--- src/hdl/mep_pkg.sv ---
`timescale 1ns / 1ps

package mep_pkg;

   // controller states
   typedef enum logic [2:0] {
      ST_IDLE,
      ST_MAP_MUL,
      ST_MAP_ADD,
      ST_ITER_MUL,
      ST_ITER_STEP,
      ST_FINISH
   } state_type;

   // configuration register indexes
   localparam logic [2:0] CSR_ITER_LIMIT     = 3'd0;
   localparam logic [2:0] CSR_WINDOW_LEFT    = 3'd1;
   localparam logic [2:0] CSR_WINDOW_RIGHT   = 3'd2;
   localparam logic [2:0] CSR_WINDOW_TOP     = 3'd3;
   localparam logic [2:0] CSR_WINDOW_BOTTOM  = 3'd4;

   // orbit check and colour constants
   localparam int          ORBIT_PERIOD  = 10;
   localparam int          PHASE_W       = 4;
   localparam logic [23:0] INSIDE_COLOUR = 24'hFFFFFF;
   localparam logic [7:0]  GREY_MAX      = 8'd255;

   typedef struct packed {
      logic [15:0]        iter_limit;
      logic signed [31:0] window_left;
      logic signed [31:0] window_right;
      logic signed [31:0] window_top;
      logic signed [31:0] window_bottom;
   } cfg_type;

   // controller to datapath
   typedef struct packed {
      logic load_pix;
      logic map_mul;
      logic map_add;
      logic iter_mul;
      logic iter_step;
      logic load_out;
   } cmd_type;

   // datapath to controller
   typedef struct packed {
      logic iter_go;
   } status_type;

   // clamp a wide signed value to 32 bit signed
   function automatic logic signed [31:0] sat32(input logic signed [64:0] v);
      logic signed [31:0] r;
      if (v > 65'sd2147483647) begin
         r = 32'sh7FFFFFFF;
      end else if (v < -65'sd2147483648) begin
         r = 32'sh80000000;
      end else begin
         r = v[31:0];
      end
      return r;
   endfunction

endpackage

--- src/hdl/mep_ctrl.sv ---
`timescale 1ns / 1ps

module mep_ctrl
   import mep_pkg::*;
(
   input  logic       clock,
   input  logic       reset,
   input  logic       req_valid,
   output logic       req_ready,
   output logic       rsp_valid,
   input  logic       rsp_ready,
   input  status_type status,
   output cmd_type    cmd
);

   state_type state_ff, state_in;
   logic      rsp_valid_ff, rsp_valid_in;
   logic      out_free;

   // output slot can take a beat when empty or draining
   assign out_free = !rsp_valid_ff || rsp_ready;

   // next state
   always_comb begin
      state_in = state_ff;
      case (state_ff)
         ST_IDLE: begin
            if (req_valid) state_in = ST_MAP_MUL;
         end
         ST_MAP_MUL:   state_in = ST_MAP_ADD;
         ST_MAP_ADD:   state_in = ST_ITER_MUL;
         ST_ITER_MUL:  state_in = ST_ITER_STEP;
         ST_ITER_STEP: begin
            state_in = status.iter_go ? ST_ITER_MUL : ST_FINISH;
         end
         ST_FINISH: begin
            if (out_free) state_in = ST_IDLE;
         end
         default:      state_in = ST_IDLE;
      endcase
   end

   // command outputs
   always_comb begin
      cmd       = '0;
      req_ready = 1'b0;
      case (state_ff)
         ST_IDLE: begin
            req_ready    = 1'b1;
            cmd.load_pix = req_valid;
         end
         ST_MAP_MUL:   cmd.map_mul   = 1'b1;
         ST_MAP_ADD:   cmd.map_add   = 1'b1;
         ST_ITER_MUL:  cmd.iter_mul  = 1'b1;
         ST_ITER_STEP: cmd.iter_step = 1'b1;
         ST_FINISH:    cmd.load_out  = out_free;
         default:      cmd           = '0;
      endcase
   end

   // result valid flag
   always_comb begin
      rsp_valid_in = rsp_valid_ff;
      if (cmd.load_out) begin
         rsp_valid_in = 1'b1;
      end else if (rsp_ready) begin
         rsp_valid_in = 1'b0;
      end
   end

   always_ff @(posedge clock) begin
      if (reset) begin
         state_ff     <= ST_IDLE;
         rsp_valid_ff <= 1'b0;
      end else begin
         state_ff     <= state_in;
         rsp_valid_ff <= rsp_valid_in;
      end
   end

   assign rsp_valid = rsp_valid_ff;

endmodule

--- config.mk ---
export PLATFORM = sky130hd
export DESIGN_NAME = mep_ctrl
export DESIGN_NICKNAME = d
export VERILOG_FILES = /design/src/hdl/mep_pkg.sv /design/src/hdl/mep_ctrl.sv
export SDC_FILE = /design/constraint.sdc
export NUM_CORES = 1
export LEC_CHECK = 0
export ABC_AREA = 0
export BUFFER_PORTS_ARGS = -buffer_cell sky130_fd_sc_hd__buf_2
export CORE_AREA = 2 2 39 41
export DETAILED_ROUTE_END_ITERATION = 8
export DIE_AREA = 0 0 41 43
export PLACE_DENSITY = 0.37
export SLEW_MARGIN = 10
export SYNTH_ARGS = -nofsm -noshare
export SYNTH_HDL_FRONTEND = slang
export SYNTH_SLANG_ARGS = --single-unit
export TNS_END_PERCENT = 20
--- constraint.sdc ---
create_clock -name clock -period 1.5 [get_ports clock]
set_clock_uncertainty 0.1 [all_clocks]
set_input_delay 0.075 -clock clock [delete_from_list [all_inputs] [get_ports clock]]
set_output_delay 0.075 -clock clock [all_outputs]
set_load 0.1 [all_outputs]
* Yosys cells after proc, flatten, opt, wreduce, memory -nomap -nowiden
Cells that the tools add are included.
** Operators by class
- $mul :: 0
- Muxes and demuxes :: 13
- Equal/unequal tests :: 7
- Shift-type cells :: 0
- $add $sub $neg :: 0
- $lt $le $gt $ge :: 0
- Bitwise operators :: 0
- Divide/modulo/power cells :: 0
- Reductions and logical operators :: 5
** Operators with widths (number)
- $pmux 3 s6 :: 1
- $mux 1 :: 9
- $mux 3 :: 3
- $eq 3x2->1 const B :: 2
- $eq 3x3->1 const B :: 2
- $ne 2x2->1 const B :: 2
- $eq 3x1->1 const B :: 1
- $logic_not 3->1 :: 1
- $reduce_and 2->1 :: 1
- $reduce_bool 2->1 :: 1
- $logic_not 1->1 :: 1
- $logic_or 1x1->1 :: 1
** Storage, ports and cells
- Logic and storage cells :: 27
- ROM bits :: 0
- Bits of input ports :: 5
- Register bits :: 4
- Output and inout port bits :: 8
- Latch bits :: 0
- RAM bits :: 0
- Memories kept :: 0

* Logic depth before layout (Yosys ltp)
- Depth after elaboration :: 4
- Depth in mapped cells :: 5
- Gate-level depth less buffers :: 3

* Worst setup path after synthesis
No wires, ideal clock.
- Path kind :: reg2out
- Start point :: register state_ff[0]
- End point :: output cmd[5] (netlist bit)
- Data required time :: 1325 ps
- Path slack :: -2182 ps
- Arrival :: 3507 ps
- Buffers on the path :: 1
- Stages on the path, launching flop included :: 4
- Cells stage by stage :: dfxtp_1 -> buf_6 -> nor3_1 -> and2_1
** RTL lines
- start, declared :: RTL line mep_ctrl.sv:16 : state_type state_ff, state_in;
- start signal, assigned :: RTL line mep_ctrl.sv:76 : state_ff <= state_in;
- end, declared :: RTL line mep_ctrl.sv:13 : output cmd_type cmd

==> run_results.csv <==
group,metric,value,unit
layout,fin_area,510,µm²
placement,placed_area,470,µm²
global_routing,gr-usage-all-layers,7.53,%
die,floorplan.io_pins,13,
setup_path,reg2regPathDepth,4,
sta,setup_viol,0,
pwr,power_density,1010,nW/µm²
global_routing,grt_max_degree,12,
sta,finalMaxSlewViolations,0,
layout,fill_cells,145,
clocking,post_cts_buffers,0,
placement,port_buffers,12,
clocking,clock-sinks,4,
layout,final_common_cell,"buf_12",
layout,final_cell_mix,"7 x buf_12, 5 x buf_2, 3 x nand2_1, 3 x a21oi_1, 3 x clkbuf_4",
sta,hold_ws,0.0518,ns
sta,tightestPinTransition,0.488,ns
route,drt_wl_total,636,µm
synthesis,syn_avg_cell_area,8.60,µm²
setup_path,startpoint_type,"flip-flop",
global_routing,antenna_found_initial,0,
pwr,p_leak,0.212,nW
layout,area_growth,91.5,%
setup_path,path_class,"reg2out",
setup_path,endpoint_kind,"output pin",
die,start_util,19.3,%
synthesis,syn_nets,36,
setup_path,cp_data_required_time,1.32,ns
status,outcome,"completed",
die,die_h,43,µm
route,vias_per_cell,4.13,
clocking,h-tree-depth,1,
layout,multi_input_area,191,µm²
route,drc,0,
clocking,clk_pin_slew,0.04,ns
layout,drive_gt1_share,60.9,%
route,first_iter_violations,2,
synthesis,syn-cell-area,267,µm²
global_routing,grt_pass1_vias,238,
layout,fin_cells,62,
die,num_rows,14,
setup_path,cp_data_arrival_time,1.23,ns
global_routing,grt_pass1_wl,917,µm
clocking,clockRootBuffer,"clkbuf_4",
placement,place_congestion,0.773,
sta,rsz0062_at_grt,"false",
die,coreArea,1380,µm²
pwr,finalPower,517,µW
sta,slew_headroom,67.7,%
job,maxCapViolCount,0,
min_path,hold_depth,3,
clocking,clk_path_buf_depth,2,
synthesis,synth-seq-cells,4,
route,wl_per_cell,10.3,µm
synthesis,seq_area_frac_synth,30.0,%
synthesis,ys_types,22,
layout,nets,53,
pwr,irDropWorstVdd,0.314,mV
sta,finalHoldViolCount,0,
layout,final_util,36.9,%
route,dr.pass1.iters,3,
global_routing,grt_overflow,0,
synthesis,synthCells,31,
min_path,hold_path_class,"in2reg",
route,detail-route-antenna-nets,0,
clocking,cts_buffers,3,
clocking,cts_tree,"built",
layout,seqCellArea,82.6,µm²
clocking,clock_latency,0.23,ns
route,vias,256,
placement,dp_cells,58,
layout,diodes,0,
sta,finalCritPeriodShare,94.0,%
die,die_w,41,µm
synthesis,yosysWarnings,0,
sta,min_period,1.41,ns
sta,max_clock_freq,0.709,GHz
die,die-area,1760,µm²
setup_path,path_max_fanout,11,
placement,dpl.hpwl,525,µm
-- registers in the layout (all words and copies together), names as in the netlist --
name,flops
rsp_valid,1
state_ff,3
-- cell usage after synthesis --
| master | instances | area [µm²] |
|---|---|---|
| dfxtp_1 | 4 | 80.1 |
| a21oi_1 | 3 | 15.0 |
| nand2_1 | 3 | 11.3 |
| buf_6 | 2 | 22.5 |
| nor2_1 | 2 | 7.51 |
| a211oi_2 | 1 | 12.5 |
| a31oi_1 | 1 | 6.26 |
| and2_1 | 1 | 6.26 |
| and2b_1 | 1 | 7.51 |
| and2b_4 | 1 | 10.0 |
| buf_4 | 1 | 7.51 |
| inv_1 | 1 | 3.75 |
| nand2b_1 | 1 | 6.26 |
| nand3_1 | 1 | 5.00 |
| nor2b_1 | 1 | 6.26 |
| nor2b_2 | 1 | 8.76 |
| nor3_1 | 1 | 5.00 |
| nor3_2 | 1 | 10.0 |
| nor3b_1 | 1 | 7.51 |
| nor3b_2 | 1 | 12.5 |
| o21a_1 | 1 | 7.51 |
| o31ai_1 | 1 | 7.51 |
-- where the power goes --
part | total [mW] | leakage [nW] | internal, mW | switching, mW
logic | 0.250 | 0.165 | 0.0984 | 0.152
clock network | 0.133 | 0.0138 | 0.0895 | 0.0434
registers | 0.134 | 0.0333 | 0.115 | 0.0189
-- layer usage --
| layer | vias up | global-route usage (%) | share of wire [%] |
|---|---|---|---|
| met2 | 8 | 11.9 | 51 |
| met5 | - | 0 | 0 |
| met1 | 112 | 9.00 | 44 |
| met4 | 0 | 4.00 | 0 |
| li1 | 136 | - | - |
| met3 | 0 | 1.57 | 4.9 |
-- cell families after synthesis --
logic type             after synthesis  synth area share (%)
AO/OA/AOI/OAI                        7                  18.3
buffers and inverters                4                  12.7
flip-flops                           4                  30.0
AND/OR/NAND/NOR                     16                  39.0
-- critical path, cell delays in order (launching register included) --
cell and delay (ns):
dfxtp_2 0.39, nor3_4 0.26, and2_4 0.19, buf_12 0.16
-- path summary, 6_finish.rpt --
check | startpoint | to | slack, ns
max | state_ff[0] | cmd[5] | 0.09
min | req_valid | state_ff[0] | 0.05
max reg2reg | state_ff[2] | state_ff[2] | 0.27
min reg2reg | state_ff[0] | state_ff[0] | 0.48
-- stage by stage --
step | worst slack, ns | setup TNS (ns)
after detailed placement | 0.214 | 0
after global placement | 0.224 | 0
after floorplan | -0.405 | -1.27
after global routing | 0.00478 | 0
final | 0.0904 | 0
after CTS | 0.0170 | 0
-- what timing repair did --
| item | CTS | global route |
|---|---|---|
| hold endpoints to repair | 3 | 0 |
| hold buffers | 1 | 0 |
| pin swaps | 0 | 1 |
| resized for setup | 2 | 1 |
| setup endpoints to repair | 4 | 2 |
-- layout make-up --
| type | instances | area share [%] |
|---|---|---|
| clock buffers | 3 | 4.41 |
| repair buffers | 15 | 37.3 |
| inverters | 1 | 0.735 |
| well taps | 16 | 3.92 |
| multi-input cells | 23 | 37.5 |
| flip-flops and latches | 4 | 16.2 |
(Power assumes the default switching activity.)
